File: src/design/mbsp_pkg.sv
// ----------------------------------------------------------------------------
// MIDI byte stream parser package
// Shared types, event codes and the channel message decode function.
// ----------------------------------------------------------------------------
`default_nettype none

package mbsp_pkg;

	// Parse phase, one-hot.
	typedef enum logic [4:0] {
		PH_IDLE  = 5'b00001,
		PH_DATA1 = 5'b00010,
		PH_DATA2 = 5'b00100,
		PH_SYSEX = 5'b01000,
		PH_SKIP  = 5'b10000
	} phase_t;

	// Event kind codes.
	localparam logic [2:0] KIND_NOTE_OFF   = 3'd0;
	localparam logic [2:0] KIND_NOTE_ON    = 3'd1;
	localparam logic [2:0] KIND_POLY_PRESS = 3'd2;
	localparam logic [2:0] KIND_CONTROLLER = 3'd3;
	localparam logic [2:0] KIND_PROGRAM    = 3'd4;
	localparam logic [2:0] KIND_CHAN_PRESS = 3'd5;
	localparam logic [2:0] KIND_BEND       = 3'd6;
	localparam logic [2:0] KIND_SYSEX      = 3'd7;

	// Status byte values and status type nibbles.
	localparam logic [7:0] SYSEX_START = 8'hF0;
	localparam logic [7:0] SYSEX_END   = 8'hF7;
	localparam logic [3:0] TYPE_NOTE_OFF   = 4'h8;
	localparam logic [3:0] TYPE_NOTE_ON    = 4'h9;
	localparam logic [3:0] TYPE_POLY_PRESS = 4'hA;
	localparam logic [3:0] TYPE_CONTROLLER = 4'hB;
	localparam logic [3:0] TYPE_PROGRAM    = 4'hC;
	localparam logic [3:0] TYPE_CHAN_PRESS = 4'hD;
	localparam logic [3:0] TYPE_BEND       = 4'hE;
	localparam logic [3:0] TYPE_SYSTEM     = 4'hF;

	// Parser state carried from one byte to the next.
	typedef struct packed {
		logic [7:0] last_status;
		phase_t     phase;
		logic [7:0] held;
	} state_t;

	// One result item.
	typedef struct packed {
		logic [2:0]  event_kind;
		logic [3:0]  channel;
		logic [14:0] first_value;
		logic [7:0]  second_value;
		logic        sysex_last;
	} result_t;

	// True for status types that carry two data bytes.
	function automatic logic needs_two(input logic [7:0] status);
		return status[7:4] inside {TYPE_NOTE_OFF, TYPE_NOTE_ON, TYPE_POLY_PRESS,
			TYPE_CONTROLLER, TYPE_BEND};
	endfunction

	// Build the event for a completed channel message.
	function automatic result_t channel_event(input logic [7:0] status,
		input logic [7:0] d1, input logic [7:0] d2);
		result_t r;
		r.channel      = status[3:0];
		r.first_value  = {7'd0, d1};
		r.second_value = d2;
		r.sysex_last   = 1'b0;
		case (status[7:4])
			TYPE_NOTE_OFF:   r.event_kind = KIND_NOTE_OFF;
			TYPE_NOTE_ON: begin
				// A note on with zero velocity is reported as a note off.
				r.event_kind = (d2 == 8'd0) ? KIND_NOTE_OFF : KIND_NOTE_ON;
			end
			TYPE_POLY_PRESS: r.event_kind = KIND_POLY_PRESS;
			TYPE_CONTROLLER: r.event_kind = KIND_CONTROLLER;
			TYPE_PROGRAM: begin
				r.event_kind   = KIND_PROGRAM;
				r.second_value = 8'd0;
			end
			TYPE_CHAN_PRESS: begin
				r.event_kind   = KIND_CHAN_PRESS;
				r.second_value = 8'd0;
			end
			default: begin
				r.event_kind   = KIND_BEND;
				r.first_value  = {7'd0, d1} | {d2, 7'd0};
				r.second_value = 8'd0;
			end
		endcase
		return r;
	endfunction

endpackage

`default_nettype wire

File: src/design/mbsp_if.sv
// ----------------------------------------------------------------------------
// MIDI byte stream parser channel interfaces
// Valid/ready channels for input bytes and output events.
// ----------------------------------------------------------------------------
`default_nettype none

interface mbsp_byte_if;
	logic       valid;
	logic       ready;
	logic [7:0] in_byte;
	logic       packet_end;

	modport source (output valid, output in_byte, output packet_end, input ready);
	modport sink   (input valid, input in_byte, input packet_end, output ready);
endinterface

interface mbsp_event_if;
	logic        valid;
	logic        ready;
	logic [2:0]  event_kind;
	logic [3:0]  channel;
	logic [14:0] first_value;
	logic [7:0]  second_value;
	logic        sysex_last;

	modport source (output valid, output event_kind, output channel, output first_value,
		output second_value, output sysex_last, input ready);
	modport sink   (input valid, input event_kind, input channel, input first_value,
		input second_value, input sysex_last, output ready);
endinterface

`default_nettype wire

File: src/design/mbsp_decode.sv
// ----------------------------------------------------------------------------
// MIDI byte stream parser decode step
// Combinational step: next parser state and the optional result for one byte.
// ----------------------------------------------------------------------------
`default_nettype none

module mbsp_decode (
	input  mbsp_pkg::state_t  cur,
	input  logic [7:0]        in_byte,
	input  logic              packet_end,
	output mbsp_pkg::state_t  nxt,
	output logic              emit,
	output mbsp_pkg::result_t res
);

	mbsp_pkg::phase_t np;
	logic             sysex_stop;

	assign sysex_stop = (in_byte == mbsp_pkg::SYSEX_END) || packet_end;

	// Phase dispatch; unknown phase codes behave like idle.
	always_comb begin
		nxt  = cur;
		np   = mbsp_pkg::PH_IDLE;
		emit = 1'b0;
		res  = '0;
		case (cur.phase)
			mbsp_pkg::PH_DATA1: begin
				if (mbsp_pkg::needs_two(cur.last_status)) begin
					nxt.held = in_byte;
					np       = mbsp_pkg::PH_DATA2;
				end else begin
					emit = 1'b1;
					res  = mbsp_pkg::channel_event(cur.last_status, in_byte, 8'd0);
				end
			end
			mbsp_pkg::PH_DATA2: begin
				emit = 1'b1;
				res  = mbsp_pkg::channel_event(cur.last_status, cur.held, in_byte);
			end
			mbsp_pkg::PH_SYSEX: begin
				emit            = 1'b1;
				res.event_kind  = mbsp_pkg::KIND_SYSEX;
				res.first_value = {7'd0, in_byte};
				res.sysex_last  = sysex_stop;
				np = sysex_stop ? mbsp_pkg::PH_IDLE : mbsp_pkg::PH_SYSEX;
			end
			mbsp_pkg::PH_SKIP: begin
				np = mbsp_pkg::PH_SKIP;
			end
			default: begin
				if (in_byte == mbsp_pkg::SYSEX_START) begin
					// Sysex opens; running status is left alone.
					emit            = 1'b1;
					res.event_kind  = mbsp_pkg::KIND_SYSEX;
					res.first_value = {7'd0, in_byte};
					res.sysex_last  = packet_end;
					np              = mbsp_pkg::PH_SYSEX;
				end else if (in_byte[7]) begin
					if (in_byte[7:4] == mbsp_pkg::TYPE_SYSTEM) begin
						np = mbsp_pkg::PH_SKIP;
					end else begin
						nxt.last_status = in_byte;
						np              = mbsp_pkg::PH_DATA1;
					end
				end else if (cur.last_status == 8'd0) begin
					// Data with no running status: drop the rest of the packet.
					np = mbsp_pkg::PH_SKIP;
				end else if (mbsp_pkg::needs_two(cur.last_status)) begin
					nxt.held = in_byte;
					np       = mbsp_pkg::PH_DATA2;
				end else begin
					emit = 1'b1;
					res  = mbsp_pkg::channel_event(cur.last_status, in_byte, 8'd0);
				end
			end
		endcase
		// Every packet boundary returns the parser to idle.
		nxt.phase = packet_end ? mbsp_pkg::PH_IDLE : np;
	end

endmodule

`default_nettype wire

File: src/design/mbsp_out_reg.sv
// ----------------------------------------------------------------------------
// MIDI byte stream parser result register
// Holds one event until the sink takes it; reports when it can load.
// ----------------------------------------------------------------------------
`default_nettype none

module mbsp_out_reg (
	input  logic              clk,
	input  logic              arst_n,
	input  logic              load,
	input  mbsp_pkg::result_t res,
	output logic              free,
	mbsp_event_if.source      events
);

	logic              valid_q;
	mbsp_pkg::result_t res_q;

	// The register can take a new event when empty or being drained.
	assign free = !valid_q || events.ready;

	// Valid flag.
	always_ff @(posedge clk or negedge arst_n) begin
		if (!arst_n) begin
			valid_q <= 1'b0;
		end else if (load) begin
			valid_q <= 1'b1;
		end else if (events.ready) begin
			valid_q <= 1'b0;
		end
	end

	// Payload.
	always_ff @(posedge clk) begin
		if (load) begin
			res_q <= res;
		end
	end

	assign events.valid        = valid_q;
	assign events.event_kind   = res_q.event_kind;
	assign events.channel      = res_q.channel;
	assign events.first_value  = res_q.first_value;
	assign events.second_value = res_q.second_value;
	assign events.sysex_last   = res_q.sysex_last;

endmodule

`default_nettype wire

File: src/design/midi_byte_stream_parser.sv
// ----------------------------------------------------------------------------
// MIDI byte stream parser
// Running-status MIDI parser producing channel events and sysex bytes.
// ----------------------------------------------------------------------------
// The parser takes one byte per clock cycle and returns at most one event
// per byte. A byte is captured in an input register, decoded combinationally
// against the parser state, and the event lands in a result register, which
// presents it on the output until the sink takes it. The throughput of one
// byte per cycle is held as long as the event sink takes events; when the
// result register is full and not drained, a byte that would produce an
// event waits in the input register and input ready drops.
`default_nettype none

module midi_byte_stream_parser (
	input  logic          clk,
	input  logic          arst_n,
	mbsp_byte_if.sink     bytes,
	mbsp_event_if.source  events
);

	logic              valid_s1;
	logic [7:0]        byte_s1;
	logic              end_s1;
	mbsp_pkg::state_t  state_q;
	mbsp_pkg::state_t  state_nxt;
	logic              emit;
	mbsp_pkg::result_t res;
	logic              out_free;
	logic              proc;
	logic              accept;

	// A held byte is processed when its event (if any) has room.
	assign proc         = valid_s1 && (!emit || out_free);
	assign bytes.ready  = !valid_s1 || proc;
	assign accept       = bytes.valid && bytes.ready;

	// Input register valid flag.
	always_ff @(posedge clk or negedge arst_n) begin
		if (!arst_n) begin
			valid_s1 <= 1'b0;
		end else if (accept) begin
			valid_s1 <= 1'b1;
		end else if (proc) begin
			valid_s1 <= 1'b0;
		end
	end

	// Input register payload.
	always_ff @(posedge clk) begin
		if (accept) begin
			byte_s1 <= bytes.in_byte;
			end_s1  <= bytes.packet_end;
		end
	end

	// Parser state.
	always_ff @(posedge clk or negedge arst_n) begin
		if (!arst_n) begin
			state_q.last_status <= 8'd0;
			state_q.phase       <= mbsp_pkg::PH_IDLE;
			state_q.held        <= 8'd0;
		end else if (proc) begin
			state_q <= state_nxt;
		end
	end

	mbsp_decode u_decode (
		.cur        (state_q),
		.in_byte    (byte_s1),
		.packet_end (end_s1),
		.nxt        (state_nxt),
		.emit       (emit),
		.res        (res)
	);

	mbsp_out_reg u_out_reg (
		.clk    (clk),
		.arst_n (arst_n),
		.load   (proc && emit),
		.res    (res),
		.free   (out_free),
		.events (events)
	);

	// A processed byte that ends a packet leaves the parser idle.
	a_end_idle: assert property (@(posedge clk) disable iff (!arst_n)
		(proc && end_s1) |=> (state_q.phase == mbsp_pkg::PH_IDLE))
		else $error("parser not idle after packet end");

	// Every emitted event shows up on the output the next cycle.
	a_emit_valid: assert property (@(posedge clk) disable iff (!arst_n)
		(proc && emit) |=> events.valid)
		else $error("emitted event lost");

	// Running status is either empty or a channel status byte.
	a_status_ok: assert property (@(posedge clk) disable iff (!arst_n)
		(state_q.last_status == 8'd0) ||
		(state_q.last_status[7] && (state_q.last_status[7:4] != mbsp_pkg::TYPE_SYSTEM)))
		else $error("bad running status");

	// An empty input register always takes a byte.
	a_ready_empty: assert property (@(posedge clk) disable iff (!arst_n)
		!valid_s1 |-> bytes.ready)
		else $error("input stalled while empty");

endmodule

`default_nettype wire

File: src/flat_wrapper.sv
// flat-port wrapper written by rule: the top's interface ports become plain ports
module midi_byte_stream_parser_flat 
  (clk, arst_n, bytes_valid, bytes_in_byte, bytes_packet_end, bytes_ready, events_valid, events_event_kind, events_channel, events_first_value, events_second_value, events_sysex_last, events_ready);
  mbsp_byte_if bytes_i ();
  mbsp_event_if events_i ();
  input  logic clk;
  input  logic arst_n;
  input wire logic [$bits(bytes_i.valid)-1:0] bytes_valid;
  input wire logic [$bits(bytes_i.in_byte)-1:0] bytes_in_byte;
  input wire logic [$bits(bytes_i.packet_end)-1:0] bytes_packet_end;
  output wire logic [$bits(bytes_i.ready)-1:0] bytes_ready;
  output wire logic [$bits(events_i.valid)-1:0] events_valid;
  output wire logic [$bits(events_i.event_kind)-1:0] events_event_kind;
  output wire logic [$bits(events_i.channel)-1:0] events_channel;
  output wire logic [$bits(events_i.first_value)-1:0] events_first_value;
  output wire logic [$bits(events_i.second_value)-1:0] events_second_value;
  output wire logic [$bits(events_i.sysex_last)-1:0] events_sysex_last;
  input wire logic [$bits(events_i.ready)-1:0] events_ready;
  assign bytes_i.valid = bytes_valid;
  assign bytes_i.in_byte = bytes_in_byte;
  assign bytes_i.packet_end = bytes_packet_end;
  assign bytes_ready = bytes_i.ready;
  assign events_valid = events_i.valid;
  assign events_event_kind = events_i.event_kind;
  assign events_channel = events_i.channel;
  assign events_first_value = events_i.first_value;
  assign events_second_value = events_i.second_value;
  assign events_sysex_last = events_i.sysex_last;
  assign events_i.ready = events_ready;
  midi_byte_stream_parser u_core (.clk(clk), .arst_n(arst_n), .bytes(bytes_i), .events(events_i));
endmodule
File: config.mk
export PLATFORM = sky130hd
export DESIGN_NAME = midi_byte_stream_parser_flat
export DESIGN_NICKNAME = d
export VERILOG_FILES = /design/src/design/mbsp_pkg.sv /design/src/design/mbsp_if.sv /design/src/design/mbsp_decode.sv /design/src/design/mbsp_out_reg.sv /design/src/design/midi_byte_stream_parser.sv /design/src/flat_wrapper.sv
export SDC_FILE = /design/constraint.sdc
export NUM_CORES = 1
export LEC_CHECK = 0
export ABC_AREA = 1
export BUFFER_PORTS_ARGS = -buffer_cell sky130_fd_sc_hd__buf_2
export CORE_MARGIN = 3
export CORE_UTILIZATION = 50
export CTS_CLUSTER_SIZE = 25
export DETAILED_ROUTE_END_ITERATION = 8
export GPL_ROUTABILITY_DRIVEN = 0
export PLACE_DENSITY = 0.71
export SLEW_MARGIN = 20
export SYNTH_ARGS = -nofsm -noshare
export SYNTH_HDL_FRONTEND = slang
export SYNTH_HIERARCHICAL = 1
export SYNTH_SLANG_ARGS = --single-unit
File: constraint.sdc
create_clock -name clk -period 4.4 [get_ports clk]
set_clock_uncertainty 0.05 [all_clocks]
set_input_delay 0.44 -clock clk [delete_from_list [all_inputs] [get_ports clk]]
set_output_delay 0.44 -clock clk [all_outputs]
set_load 0.01 [all_outputs]
==> Yosys cells after proc, flatten, opt, wreduce, memory -nomap -nowiden <==
Cells that the tools add are included.
{ "totals": {"ff_bits": 63, "word_cells": 101, "in_bits": 13} }
{ "classes": {"reduce_logical": 25, "n_mux": 42, "eq_ne": 17, "n_bitwise": 5} }
{ "ops": {"columns": ["op", "count"], "rows": [
  ["$mux W31", 4],
  ["$pmux W15 S4", 1],
  ["$mux W8", 7],
  ["$eq A4 B4 Y1 const B", 8],
  ["$mux W15", 2],
  ["$mux W5", 5],
  ["$pmux W8 S3", 1],
  ["$pmux W5 S4", 1],
  ["$pmux W3 S6", 1],
  ["$eq A8 B8 Y1 const B", 2],
  ["$logic_not A8 Y1", 2],
  ["$pmux W8 S2", 1],
  ["$or A8 B15 Y15", 1],
  ["$pmux W3 S5", 1],
  ["$pmux W3 S4", 1],
  ["$pmux W4 S3", 1],
  ["$mux W1", 10],
  ["$mux W4", 2],
  ["$reduce_or A2 Y1", 4],
  ["$reduce_or A4 Y1", 2],
  ["$mux W3", 2],
  ["$pmux W1 S3", 2],
  ["$reduce_and A6 Y1", 1],
  ["$reduce_or A6 Y1", 1],
  ["other kinds (14)", 26]
]} }

==> Longest topological paths before layout <==
{ "depth": {"ltp_word": 13, "depth_mapped": 14, "mapped_depth_nobuf": 12} }

==> Cells and area by module <==
Netlist, hierarchy kept.
{ "modules_own_cells": {"columns": ["mod", "cells_each", "n_inst", "area_per_inst_um2", "seq_area_each_um2"], "rows": [
  ["mbsp_decode", 307, 1, 1405.1, 0.0],
  ["midi_byte_stream_parser", 109, 1, 1158.6, 822.0],
  ["mbsp_out_reg", 36, 1, 975.9, 955.9]
]} }

==> Worst setup path before layout <==
Ideal clock, no wire load.
{ "synth_timing": {"path_type": "reg-to-reg", "startpoint": "register u_core/state_q[8] (netlist name)", "endpoint": "register u_core.u_out_reg.res_q, in the netlist u_core/u_out_reg/events.channel[0], enable pin", "slack_ns": 1.968, "required_ns": 3.964, "stages_incl_launch_ff": 10, "setup_ns": 0.386, "t_arrival_ns": 1.995, "n_path_buf": 1, "cell_sequence": "dfstp_2 -> nor2_2 -> nand3_2 -> nand2_2 -> nor2_4 -> buf_6 -> nand2_1 -> nand3_1 -> nand3_1 -> inv_1"} }
{ "synth_between": {"elab_chain_len": 7} }
{ "synth_lines": {"columns": ["item", "line_no", "text"], "rows": [
  ["start: declaration", "midi_byte_stream_parser.sv:24", "mbsp_pkg::state_t state_q;"],
  ["start signal: assignment", "midi_byte_stream_parser.sv:63", "state_q <= state_nxt;"],
  ["$eq A5 B4 Y1 or $eq A5 B3 Y1 (tied branches)", "mbsp_decode.sv:27", "case (cur.phase)"],
  ["$reduce_or A2 Y1 (no line)", null, null],
  ["$pmux W1 S3 *", "mbsp_decode.sv:27", null],
  ["net u_core.emit", "midi_byte_stream_parser.sv:26", "logic emit;"],
  ["$logic_not A1 Y1", "midi_byte_stream_parser.sv:33", "assign proc = valid_s1 && (!emit || out_free);"],
  ["$logic_or A1 B1 Y1", "midi_byte_stream_parser.sv:33", null],
  ["$logic_and A1 B1 Y1", "midi_byte_stream_parser.sv:33", null],
  ["$logic_and A1 B1 Y1 *", "midi_byte_stream_parser.sv:79", ".load (proc && emit),"],
  ["end signal: assignment", "mbsp_out_reg.sv:36", "res_q <= res;"],
  ["end: declaration", "mbsp_out_reg.sv:17", "mbsp_pkg::result_t res_q;"]
]} }
Mark *: on every way through the listed nets, which the timed path passes. The rest lies on a longest branch.
A chain may end at the register's enable or synchronous reset.

==> Final worst setup path <==
{ "layout_timing": {"startpoint": "register u_core/state_q[9] (netlist name)", "endpoint": "register u_core/state_q[20] (netlist name)"} }
{ "layout_between": {"elab_chain_len": 7} }
{ "layout_lines": {"columns": ["item", "line_no"], "rows": [
  ["$eq A5 B4 Y1 or $eq A5 B3 Y1 (tied branches)", "mbsp_decode.sv:27"],
  ["$reduce_or A2 Y1 (no line)", null],
  ["$pmux W1 S3 *", "mbsp_decode.sv:27"],
  ["net u_core.emit", "midi_byte_stream_parser.sv:26"],
  ["$logic_not A1 Y1 *", "midi_byte_stream_parser.sv:33"],
  ["$logic_or A1 B1 Y1 *", "midi_byte_stream_parser.sv:33"],
  ["$logic_and A1 B1 Y1 *", "midi_byte_stream_parser.sv:33"],
  ["$reduce_and A5 Y1 (no line) *", null]
]} }
Marks and branches as above.

==> summary.txt <==
Status
  • Status: finished, violations left
  • Violated checks: hold timing

Timing
  • Period utilization: between 70 and 80%
  • Final setup viols: 0
  • Slew @ Worst Pin: 0.8039 ns
  • Hold Vio Cnt, Final: 1
  • PnR worst setup slack: 1.203 ns
  • FMAX: 0.3128 GHz
  • Hold WS: -0.0001256 ns
  • Crit path time final: about 3.2 ns
  • Setup TNS: 0 ns
  • Slew Viols, Final: 0
  • RSZ-0062 raised after global routing: false
  • Worst rel slew slack: 46.21%

Routing
  • Routed Antenna Nets: 0
  • Met2 wire len: roughly 3600 µm
  • DRT Wirelength: 8452 µm
  • First drt pass iteration count: 5
  • Top routing layer in use: met4
  • M1 WL: 3813 µm
  • DR iter-0 viols: approximately 500
  • DRC Markers: 0
  • Vias: roughly 3.2k
  • Drt via density: approximately 5.4
  • WL met3: slightly below 800 µm
  • Wire length per cell: between 10 and 15 µm

Critical path
  • Setup CP Type: flop to flop
  • WP data arrival: 3.38 ns
  • Start point of the critical path: u_core/state_q[9]
  • CP startpoint kind: flop
  • CP endpoint kind: flop
  • Worst r2r src: u_core/state_q[9]
  • Critical Path RT: 4.58 ns
  • Reg2reg setup slack: 1.20 ns
  • Crit-path max FO: 33

Flow run
  • Max_cap viols: 0

Pwr
  • Switching Fraction: 43.61%
  • Internal power: 1.549 mW
  • Sequential Power Share: between 30% and 40%
  • Overall power: 2.747 mW
  • Power share of the clock group: about a fifth
  • Logic pwr share: between 40% and 50%
  • Switching pwr: ~1.2 mW
  • P_leak: 1.948 nW
  • Peak VDD IR: between 0.0002 and 0.0003 V
  • Pwr Density: 688.4 nW/µm²

Global routing
  • Initial antenna violation count: 0
  • Total GRT Usage: 21.28%
  • Vias in the first global route: 2742
  • Total grt overflow: 0
  • Pin count of the biggest net entering global routing: 34
  • First-pass GRT wire length: ~14000 µm

Placed design
  • Setup WS pre-CTS: 1.257 ns
  • Dpl hpwl: 5923 µm
  • IO Port Bufs: between 40 and 50

Synth
  • Synth top area share: 33.93%
  • Cell variety after synth: 31
  • Async SR Flop Fraction: between 30% and 40%
  • Synth area leaders: edfxtp_1 (34%), nand2_1 (18%), dfrtp_1 (16%)
  • Seq/Total Area, Yosys: 50.23%
  • Syn Inst Count: between 400 and 500
  • Syn Nets: 465
  • Post-synth top area cell: edfxtp_1
  • Most common cell in the netlist: nand2_1
  • Average size of a mapped cell: 7.831 µm²
  • #FFs+latches synth: 63
  • Post-synthesis cell area: between 3000 and 4000 µm²
  • Yosys warning count: 6
  • Synth top cells by count: nand2_1 (170), nand3_1 (46), edfxtp_1 (40)
  • Number of synthesized flops with an enable pin: 40
  • Post-synth top flop: edfxtp_1

Clocking
  • CTS Buf Count: 9
  • Post-CTS Setup Bufs: 0
  • Post-CTS sizing: 0
  • Clock sinks: 63
  • CTS Hold Bufs: 0
  • CTS root buffer: clkbuf_8
  • Clk buf depth: 2
  • TritonCTS clock tree: done
  • Clock latency at the later pin of the worst-skew pair: 0.35 ns
  • Reg clk slew, reported paths: 0.07 ns
  • H-Tree Depth: 3

Floorplanning
  • DIE HEIGHT: roughly 90 µm
  • Die W: approximately 90 µm
  • Site row count: 30
  • I/O pins: 46
  • Die footprint: 8125 µm²
  • Core box area: 6832 µm²
  • Initial Utilization: 51.81%

Finish
  • Ant. Diodes: 0
  • Final Core Density: 58.41%
  • Area Growth Syn to Fin: 12.73%
  • Final net count: a little over 500
  • Share of layout cells above drive strength 1: 16.77%
  • Filler Cells Inserted: roughly 620

Worst hold path
  • Worst Hold Class: input pin to asynchronous set/reset pin
metal layers:
layer | up-vias | GRT usage [%]
met2 | 192 | 30.06
met1 | 1438 | 30.86
met5 | - | 0
met3 | 28 | 4.519
met4 | 0 | 10.71
li1 | 1557 | -
worst paths after layout:
path / end / depth (start not counted)
hold / removal: u_core/state_q[14] / 1
setup / recovery: u_core/state_q[20] / 11
setup reg to reg: u_core/state_q[20] / 11
hold reg to reg: u_core/state_q[8] / 2
min in group clk: u_core/byte_s1[1] / 1
max in group asynchronous: u_core/state_q[8] / 1
logic make-up (layout without fill, tap and decap cells):
logic type	count (synthesis)	count (layout)	synth area share [%]
AOI/OAI and AO/OA	40	40	6.186
buffers and inverters	62	105	7.988
DFF	63	63	50.23
and+or+nand+nor	287	287	35.60
per-stage QoR:
step	std cells	area [µm²]
5_1_grt	591	3990
3_5_place_dp	575	3779
3_3_place_gp	575	3779
6_report	591	3990
2_1_floorplan	452	3540
4_1_cts	591	3990
worst max-delay path, cell delays in order (launching register included):
cell	delay, ns
dfrtp_1	0.41
nor2_2	0.17
nand4_2	0.48
nand2_2	0.27
nor2_4	0.04
buf_4	0.24
nand2_1	0.15
nand3_1	0.14
nand2_2	0.35
nand2_1	0.50
nand2_1	0.20
nand2_1	0.07
final cells by class:
cell class | instances | area (µm²) | area share, %
Timing Repair Buffer | 48 | 247.7 | 6.209
Multi-Input combinational cell | 327 | 1479 | 37.06
Sequential cell | 63 | 1778 | 44.56
Clock buffer | 9 | 123.9 | 3.104
Tap cell | 96 | 120.1 | 3.010
Inverter | 41 | 153.9 | 3.857
Clock inverter | 7 | 87.58 | 2.195
cells in the final DEF (no fill, tap or decap), drive strengths merged:
cell	netlist	final
a21boi	3	3
a21oi	14	14
a31oi	1	1
buf	18	48
bufinv	0	2
clkbuf	3	9
clkinv	1	4
clkinvlp	0	2
dfrtp	22	22
dfstp	1	1
edfxtp	40	40
inv	40	40
nand2	178	178
nand3	48	48
nand4	14	14
nor2	29	29
nor3	18	18
o211ai	1	1
o21ai	21	21
sequential cells by signal (all words and copies together) (netlist names):
name,cells
u_core/u_out_reg/events.valid,1
u_core/end_s1,1
u_core/u_out_reg/events.second_value,8
u_core/u_out_reg/events.sysex_last,1
u_core/u_out_reg/events.channel,4
u_core/u_out_reg/events.first_value,15
u_core/valid_s1,1
u_core/byte_s1,8
u_core/state_q,21
u_core/u_out_reg/events.event_kind,3
power groups by stage:
stage / Clock, mW / Combinational (mW) / Sequential (mW)
2_1_floorplan: 0 / 0.880 / 1.04
3_3_place_gp: 0 / 1.14 / 1.03
3_5_place_dp: 0 / 1.16 / 1.04
4_1_cts: 0.543 / 1.17 / 1.02
5_1_grt: 0.572 / 1.34 / 1.05
6_report: 0.529 / 1.19 / 1.03
Power figures use the tool's default switching activity.
